<file path="src/rtl/hims_pkg.sv">
`default_nettype none
package hims_pkg;
   localparam int MaxElements = 64;
   localparam int ValueWidth = 32;
   localparam int CountWidth = 11;
   localparam int ThreshWidth = 7;
   localparam logic [ThreshWidth-1:0] ThreshReset = 7'd5;
   localparam logic [CountWidth-1:0] CountMax = 11'd2047;
endpackage
`default_nettype wire

</file>
<file path="src/rtl/hybrid_insertion_merge_sort_core.sv">
`default_nettype none
// Hybrid merge/insertion sorter.
// req_: one signed value per transfer, tdata = value, tlast = last element.
// On the last element the core drops req_tready and sorts the run with
// top-down merge sort, segments no longer than the leaf threshold being
// insertion sorted. Both stores share one read address and have one read
// port each; these set the pace of each merge step, of the copy into
// scratch ahead of each merge, of each insertion key and shift, and of
// the stack work per segment.
// rsp_: one transfer per sorted element in ascending order; tlast on the
// final one. tuser = {overflow, comparison_count}; the count is nonzero only
// on the last element. Each element is read from the data store, then offered.
// Elements beyond capacity are dropped and flagged.
// A stalled rsp_tready holds the current element; the core waits.
// csr_: writes the 7-bit leaf threshold (reset 5); write only while idle.
// Reset is synchronous; the run state clears, the stores are not cleared.
module hybrid_insertion_merge_sort_core #(
   parameter int MAX_ELEMENTS = hims_pkg::MaxElements,
   parameter int VALUE_WIDTH  = hims_pkg::ValueWidth
) (
   input  wire logic                                clock,
   input  wire logic                                reset,
   input  wire logic                                req_tvalid,
   output logic                                     req_tready,
   input  wire logic [((VALUE_WIDTH+7)/8)*8-1:0]    req_tdata,  // value
   input  wire logic                                req_tlast,
   output logic                                     rsp_tvalid,
   input  wire logic                                rsp_tready,
   output logic      [((VALUE_WIDTH+7)/8)*8-1:0]    rsp_tdata,  // sorted_value
   output logic                                     rsp_tlast,
   output logic      [hims_pkg::CountWidth:0]       rsp_tuser,  // count, overflow
   input  wire logic                                csr_valid,
   output logic                                     csr_ready,
   input  wire logic [hims_pkg::ThreshWidth-1:0]    csr_data
);
   import hims_pkg::*;

   localparam int AW = $clog2(MAX_ELEMENTS);
   localparam int NW = AW + 1;
   localparam int DW = ((VALUE_WIDTH+7)/8)*8;
   localparam int SD = 2*AW + 1;
   localparam int SPW = $clog2(SD+1);

   typedef enum logic [4:0] {
      S_LOAD, S_POP, S_PUSHL, S_INS_I, S_INS_K, S_INS_KW, S_INS_J, S_INS_JW,
      S_CP, S_CPW, S_MRG, S_MRA, S_MRB, S_MRW, S_OUT_RD, S_OUT_W, S_OUT
   } state_type;

   typedef struct packed {
      logic [NW-1:0] lo;
      logic [NW-1:0] len;
      logic          merge;
   } frame_type;

   state_type state_ff;
   logic [ThreshWidth-1:0] thr_ff;
   logic [NW-1:0] cnt_ff, lo_ff, len_ff, half_ff, i_ff, j_ff, a_ff, b_ff, k_ff;
   logic [CountWidth-1:0] cmp_ff;
   logic ovf_ff;
   logic [VALUE_WIDTH-1:0] key_ff, ha_ff;
   frame_type stk_ff [SD];
   logic [SPW-1:0] sp_ff;

   logic d_we, s_we;
   logic [AW-1:0] d_wa, d_ra, s_ra;
   logic [VALUE_WIDTH-1:0] d_wd, d_rd, s_rd;

   hims_ram #(.Width(VALUE_WIDTH), .Depth(MAX_ELEMENTS)) u_data (
      .clock, .wr_en(d_we), .wr_addr(d_wa), .wr_data(d_wd),
      .rd_addr(d_ra), .rd_data(d_rd));
   hims_ram #(.Width(VALUE_WIDTH), .Depth(MAX_ELEMENTS)) u_scratch (
      .clock, .wr_en(s_we), .wr_addr(d_wa), .wr_data(d_rd),
      .rd_addr(s_ra), .rd_data(s_rd));

   function automatic logic lt(input logic [VALUE_WIDTH-1:0] x,
                               input logic [VALUE_WIDTH-1:0] y);
      return $signed(x) < $signed(y);
   endfunction

   logic [AW-1:0] rd_a_ff, wr_a_ff;
   logic we_ff, swe_ff;
   logic [VALUE_WIDTH-1:0] wd_ff;
   assign d_ra = rd_a_ff;
   assign s_ra = rd_a_ff;
   assign d_wa = wr_a_ff;
   assign d_we = we_ff;
   assign s_we = swe_ff;
   assign d_wd = wd_ff;

   assign req_tready = (state_ff == S_LOAD);
   assign csr_ready  = 1'b1;
   assign rsp_tvalid = (state_ff == S_OUT);
   assign rsp_tdata  = DW'($signed(ha_ff));
   assign rsp_tlast  = (k_ff + NW'(1) == cnt_ff);
   assign rsp_tuser  = {ovf_ff, rsp_tlast ? cmp_ff : '0};

   logic is_leaf;
   assign is_leaf = (len_ff <= NW'(1)) || ({1'b0, len_ff} <= (NW+1)'(thr_ff));
   logic [CountWidth-1:0] cmp_inc;
   assign cmp_inc = (cmp_ff == CountMax) ? cmp_ff : cmp_ff + 1'b1;

   always_ff @(posedge clock) begin
      we_ff <= 1'b0;
      swe_ff <= 1'b0;
      if (csr_valid && csr_ready) begin
         thr_ff <= csr_data;
      end
      case (state_ff)
         S_LOAD: begin
            if (req_tvalid) begin
               if (cnt_ff < NW'(MAX_ELEMENTS)) begin
                  we_ff <= 1'b1;
                  wr_a_ff <= AW'(cnt_ff);
                  wd_ff <= req_tdata[VALUE_WIDTH-1:0];
                  cnt_ff <= cnt_ff + 1'b1;
               end else begin
                  ovf_ff <= 1'b1;
               end
               if (req_tlast) begin
                  cmp_ff <= '0;
                  stk_ff[0] <= '{lo: '0, len: (cnt_ff < NW'(MAX_ELEMENTS)) ?
                                  cnt_ff + 1'b1 : cnt_ff, merge: 1'b0};
                  sp_ff <= SPW'(1);
                  state_ff <= S_POP;
               end
            end
         end
         S_POP: begin
            if (sp_ff == '0) begin
               k_ff <= '0;
               state_ff <= (cnt_ff == '0) ? S_LOAD : S_OUT_RD;
               rd_a_ff <= '0;
               if (cnt_ff == '0) begin
                  ovf_ff <= 1'b0;
               end
            end else begin
               lo_ff <= stk_ff[sp_ff-1].lo;
               len_ff <= stk_ff[sp_ff-1].len;
               half_ff <= stk_ff[sp_ff-1].len >> 1;
               sp_ff <= sp_ff - SPW'(1);
               if (stk_ff[sp_ff-1].merge) begin
                  k_ff <= '0;
                  state_ff <= S_CP;
               end else begin
                  i_ff <= NW'(1);
                  state_ff <= S_PUSHL;
               end
            end
         end
         S_PUSHL: begin
            if (is_leaf) begin
               state_ff <= S_INS_I;
            end else begin
               stk_ff[sp_ff] <= '{lo: lo_ff, len: len_ff, merge: 1'b1};
               stk_ff[sp_ff+1] <= '{lo: lo_ff + half_ff, len: len_ff - half_ff,
                                    merge: 1'b0};
               stk_ff[sp_ff+2] <= '{lo: lo_ff, len: half_ff, merge: 1'b0};
               sp_ff <= sp_ff + SPW'(3);
               state_ff <= S_POP;
            end
         end
         S_INS_I: begin
            if (i_ff >= len_ff) begin
               state_ff <= S_POP;
            end else begin
               rd_a_ff <= AW'(lo_ff + i_ff);
               j_ff <= i_ff;
               state_ff <= S_INS_K;
            end
         end
         S_INS_K: state_ff <= S_INS_KW;
         S_INS_KW: begin
            key_ff <= d_rd;
            rd_a_ff <= AW'(lo_ff + j_ff - 1'b1);
            state_ff <= S_INS_J;
         end
         S_INS_J: state_ff <= S_INS_JW;
         S_INS_JW: begin
            we_ff <= 1'b1;
            wr_a_ff <= AW'(lo_ff + j_ff);
            if (j_ff == '0) begin
               wd_ff <= key_ff;
               i_ff <= i_ff + 1'b1;
               state_ff <= S_INS_I;
            end else if (lt(key_ff, d_rd)) begin
               cmp_ff <= cmp_inc;
               wd_ff <= d_rd;
               j_ff <= j_ff - 1'b1;
               rd_a_ff <= AW'(lo_ff + j_ff - 2'd2);
               state_ff <= S_INS_J;
            end else begin
               wd_ff <= key_ff;
               i_ff <= i_ff + 1'b1;
               state_ff <= S_INS_I;
            end
         end
         S_CP: begin
            if (k_ff == len_ff) begin
               a_ff <= lo_ff;
               b_ff <= lo_ff + half_ff;
               k_ff <= lo_ff;
               state_ff <= S_MRG;
            end else begin
               rd_a_ff <= AW'(lo_ff + k_ff);
               state_ff <= S_CPW;
            end
         end
         S_CPW: begin
            swe_ff <= 1'b1;
            wr_a_ff <= rd_a_ff;
            k_ff <= k_ff + 1'b1;
            state_ff <= S_CP;
         end
         S_MRG: begin
            if (k_ff == lo_ff + len_ff) begin
               state_ff <= S_POP;
            end else begin
               rd_a_ff <= AW'(a_ff);
               state_ff <= S_MRA;
            end
         end
         S_MRA: begin
            rd_a_ff <= AW'(b_ff);
            state_ff <= S_MRB;
         end
         S_MRB: begin
            ha_ff <= s_rd;
            state_ff <= S_MRW;
         end
         S_MRW: begin
            we_ff <= 1'b1;
            wr_a_ff <= AW'(k_ff);
            k_ff <= k_ff + 1'b1;
            state_ff <= S_MRG;
            if (b_ff == lo_ff + len_ff) begin
               wd_ff <= ha_ff;
               a_ff <= a_ff + 1'b1;
            end else if (a_ff == lo_ff + half_ff) begin
               wd_ff <= s_rd;
               b_ff <= b_ff + 1'b1;
            end else begin
               cmp_ff <= cmp_inc;
               if (lt(ha_ff, s_rd)) begin
                  wd_ff <= ha_ff;
                  a_ff <= a_ff + 1'b1;
               end else begin
                  wd_ff <= s_rd;
                  b_ff <= b_ff + 1'b1;
               end
            end
         end
         S_OUT_RD: state_ff <= S_OUT_W;
         S_OUT_W: begin
            ha_ff <= d_rd;
            state_ff <= S_OUT;
         end
         S_OUT: begin
            if (rsp_tready) begin
               if (rsp_tlast) begin
                  cnt_ff <= '0;
                  cmp_ff <= '0;
                  ovf_ff <= 1'b0;
                  state_ff <= S_LOAD;
               end else begin
                  k_ff <= k_ff + 1'b1;
                  rd_a_ff <= AW'(k_ff + 1'b1);
                  state_ff <= S_OUT_RD;
               end
            end
         end
         default: state_ff <= S_LOAD;
      endcase
      if (reset) begin
         state_ff <= S_LOAD;
         thr_ff <= ThreshReset;
         cnt_ff <= '0;
         cmp_ff <= '0;
         ovf_ff <= 1'b0;
         sp_ff <= '0;
         we_ff <= 1'b0;
         swe_ff <= 1'b0;
      end
   end

   a_no_rsp_while_load: assert property (@(posedge clock) disable iff (reset)
      req_tready |-> !rsp_tvalid) else $error("rsp while loading");
   a_cnt_bound: assert property (@(posedge clock) disable iff (reset)
      cnt_ff <= NW'(MAX_ELEMENTS)) else $error("count beyond capacity");
   a_hold: assert property (@(posedge clock) disable iff (reset)
      rsp_tvalid && !rsp_tready |=> rsp_tvalid && $stable(rsp_tdata))
      else $error("output changed under stall");
endmodule
`default_nettype wire

</file>
<file path="src/rtl/hims_ram.sv">
`default_nettype none
module hims_ram #(
   parameter int Width = 32,
   parameter int Depth = 64
) (
   input  wire logic                     clock,
   input  wire logic                     wr_en,
   input  wire logic [$clog2(Depth)-1:0] wr_addr,
   input  wire logic [Width-1:0]         wr_data,
   input  wire logic [$clog2(Depth)-1:0] rd_addr,
   output logic      [Width-1:0]         rd_data
);
   logic [Width-1:0] mem [Depth];
   always_ff @(posedge clock) begin
      if (wr_en) begin
         mem[wr_addr] <= wr_data;
      end
      rd_data <= mem[rd_addr];
   end
endmodule
`default_nettype wire
</file>
<file path="config.mk">
export PLATFORM = sky130hd
export DESIGN_NAME = hybrid_insertion_merge_sort_core
export DESIGN_NICKNAME = d
export VERILOG_FILES = /design/src/rtl/hims_pkg.sv /design/src/rtl/hybrid_insertion_merge_sort_core.sv /design/src/rtl/hims_ram.sv
export SDC_FILE = /design/constraint.sdc
export NUM_CORES = 2
export LEC_CHECK = 0
export BUFFER_PORTS_ARGS = -buffer_cell sky130_fd_sc_hd__buf_2
export CELL_PAD_IN_SITES_DETAIL_PLACEMENT = 1
export CELL_PAD_IN_SITES_GLOBAL_PLACEMENT = 2
export CORE_MARGIN = 4
export CORE_UTILIZATION = 30
export DETAILED_ROUTE_END_ITERATION = 12
export GPL_ROUTABILITY_DRIVEN = 0
export PLACE_DENSITY = 0.53
export SKIP_CTS_REPAIR_TIMING = 1
export SLEW_MARGIN = 20
export SYNTH_ARGS = -nofsm -noshare
export SYNTH_HDL_FRONTEND = slang
export SYNTH_HIERARCHICAL = 1
export SYNTH_MEMORY_MAX_BITS = 65536
export SYNTH_SLANG_ARGS = --single-unit
</file>
<file path="constraint.sdc">
create_clock -name clock -period 7.3 [get_ports clock]
set_input_delay 0.73 -clock clock [delete_from_list [all_inputs] [get_ports clock]]
set_output_delay 0.73 -clock clock [all_outputs]
set_load 0.05 [all_outputs]
</file>
==> flow_summary.toml <==
[floorplan]
die_area_um2 = 622000
rows = 286
fp.dieH_um = 789
die_w_um = 789
io_pins = 93
initial_core_util_pct = 30.1
core-area_um2 = 607000

[synthesis]
synth_ff_type = "edfxtp_1"
synth.area.top_cells = "edfxtp_1 73%, mux4_2 13%, mux2i_1 1.8%, dfxtp_1 1.4%, ha_1 0.91%"
ys_seq_elements = 4549
synth-async-reset-ratio_pct = 0
synth_nets = 9397
seq_area_frac_synth_pct = 74.0
synth.most_common_cell = "edfxtp_1"
yosysTopAreaCellShare_pct = 72.6
yosysUniqueCellTypes = 101
synth_cells = 9214
synth_commonest_cells = "4422 x edfxtp_1, 1050 x mux4_2, 346 x nor2_1, 335 x mux2i_1, 321 x nand2_1"
synth_edf_count = 4422
synth_warnings = 6
syn_avg_cell_area_um2 = 19.9
synth_area_um2 = 183000
yosysTopAreaCell = "edfxtp_1"

[placed_design]
port_buffers = 91
dp.final_hpwl_um = 346000
dp.cells = 17200

[timing]
setup-violations-final = 0
finalCriticalPeriod_ns = 5.07
worst_slew_pin_slew_ns = 1.23
slew_viol_final = 0
grt_setup_unrepaired = "no"
fmax_ghz = 0.197
slew_headroom_pct = 17.1
hold_violations = 0
setup-tns-final_ns = 0
clock-skew-final_ns = 0.0739
min_period_over_period_pct = 69.5

[power_and_ir_drop]
p_leak_nw = 65.8
ir_drop_v = 0.000221
power_density_nw_per_um2 = 289
power_mw = 61.0

[worst_setup_path]
crit_chain = "buf_4 -> fa_1 -> xor2_1 -> a2111oi_0 -> o2111ai_1 -> nor4_1 -> nand3b_1 -> a31oi_4 -> buf_4 -> mux2i_1 -> a221o_1"
critPathKind = "flop to flop"
cpMostUsedCell = "buf_4"
required_ns = 8.03
arrival_ns = 5.80
critPathMaxStageDelay_ns = 1.00
reg2reg_slack_ns = 2.23
endpoint_kind = "flop"
crit_slowest_cell = "fa_1"
crit_fanout = 23
path_delay_family = "compound AO/OA/AOI/OAI gates"
cp_num_buf_inv = 2
startpoint_type = "flop"

[layout]
area_delta_synth_final_pct = 15.3
final_cells = 18100
nFillCells = 59500
final_nets = 9790
seq_area_um2 = 135000
multi_input_area_um2 = 45500
drive_gt1_share_pct = 25.2

[clock_tree]
ctsRootBufferMaster = "clkbuf_16"
cts_tree = "yes"
insertion_delay_ns = 1.05
clkSinkCount = 4549
cts_inserted_buffers = 482
cts.path.max_buffers = 4
path_clk_slew_ns = 0.06
htreeDepth = 5

[global_route]
antenna_found_initial = 47
grt_max_degree = 90
grt_pass1_wl_um = 828000
grt_overflow = 0
grt_pass1_vias = 101000
globalRouteTotalUtil_pct = 18.8

[min_path]
hold_class = "input port to flop"

[route]
avgRoutedWirePerCell_um = 33.0
viasPerCell = 5.29
drc = 0
wirelength_um = 597000
drt-initial-drc-count = 9771
num_vias = 95900
dr.pass1.iters = 8
ant_nets = 0

[flow_run]
drv_cap = 0

[status]
status = "completed"
-- kinds of logic after synthesis --
logic type	share of synthesized area, %
AOI/OAI and AO/OA	4.52
xor gates and xnor gates	0.513
adders and majority gates	0.965
buffers and inverters	1.82
DFF	74.0
muxes	15.3
other	0.00205
and+or+nand+nor	2.90
-- through the flow --
stage          worst slack, ns  utilization (%)  hold slack, ns  instance area, um2
2_1_floorplan             3.03                -           0.418              183000
3_3_place_gp              2.38             32.1           0.431              195000
3_5_place_dp              2.31             32.1           0.440              195000
4_1_cts                   2.27             34.7          -0.129              211000
5_1_grt                   1.97             34.7         0.00747              211000
6_report                  2.23             34.7          0.0735              211000
-- routing by layer --
metal	vias to the layer above	global-route usage (%)	part of all wire, %
met5	-	0	0
li1	39200	-	-
met2	2638	30.9	48
met1	53300	26.5	45
met3	674	2.25	4.8
met4	0	4.52	2.5
-- worst reg2reg max path, delay by kind of cell, from the launching register on --
kind,cells,cell delay (ns)
compound gates,4,1.72
buf+inv,2,0.76
fa+ha+maj,1,1.01
flops,1,0.37
mux,1,0.20
xor+xnor,1,0.14
simple gates,2,0.57
-- registers in the layout (all words and copies together), names as in the netlist, 7 cells and up --
name / flops
u_data/mem: 2048
u_scratch/mem: 2048
stk_ff: 195
d_wd: 32
key_ff: 32
rsp_tdata: 32
u_data/rd_data: 32
u_scratch/rd_data: 32
cmp_ff: 11
a_ff: 7
b_ff: 7
cnt_ff: 7
i_ff: 7
j_ff: 7
k_ff: 7
lo_ff: 7
thr_ff: 7
-- final cells by class --
| type | count | share of cell area (%) |
|---|---|---|
| Antenna cell | 29 | 0.0344 |
| Clock buffer | 586 | 5.99 |
| Multi-Input combinational cell | 3987 | 21.6 |
| Clock inverter | 316 | 1.45 |
| Sequential cell | 4549 | 64.3 |
| Timing Repair Buffer | 470 | 1.71 |
| Tap cell | 8064 | 4.79 |
| Inverter | 117 | 0.208 |
-- worst paths after layout --
| check | from | endpoint | depth (start not counted) |
|---|---|---|---|
| max reg2reg | lo_ff[1] | d_wd[2] | 11 |
| min | req_tdata[16] | d_wd[16] | 2 |
| max | lo_ff[1] | d_wd[2] | 11 |
| min reg2reg | stk_ff[6][0] | stk_ff[6][0] | 2 |
-- where the power goes --
part           switching (mW)  internal [mW]  total (mW)  leakage, nW
combinational            3.75           1.89        5.64         17.6
clock                    10.5           13.9        24.5         7.65
sequential               1.08           29.8        30.9         40.6
total                    15.3           45.6        61.0         65.8
-- placed cells by master, fill, tap and decap left out, types with 142 or more instances in the layout --
cell type,Yosys,routed
mux2i_1,335,335
clkbuf_16,0,487
a22oi_1,142,142
nor2_1,346,211
mux4_2,1050,1050
buf_4,62,346
nand2_1,321,320
a21oi_1,192,192
edfxtp_1,4422,4422
o21ai_0,159,154
No activity file was read; power rests on OpenSTA's default activity.
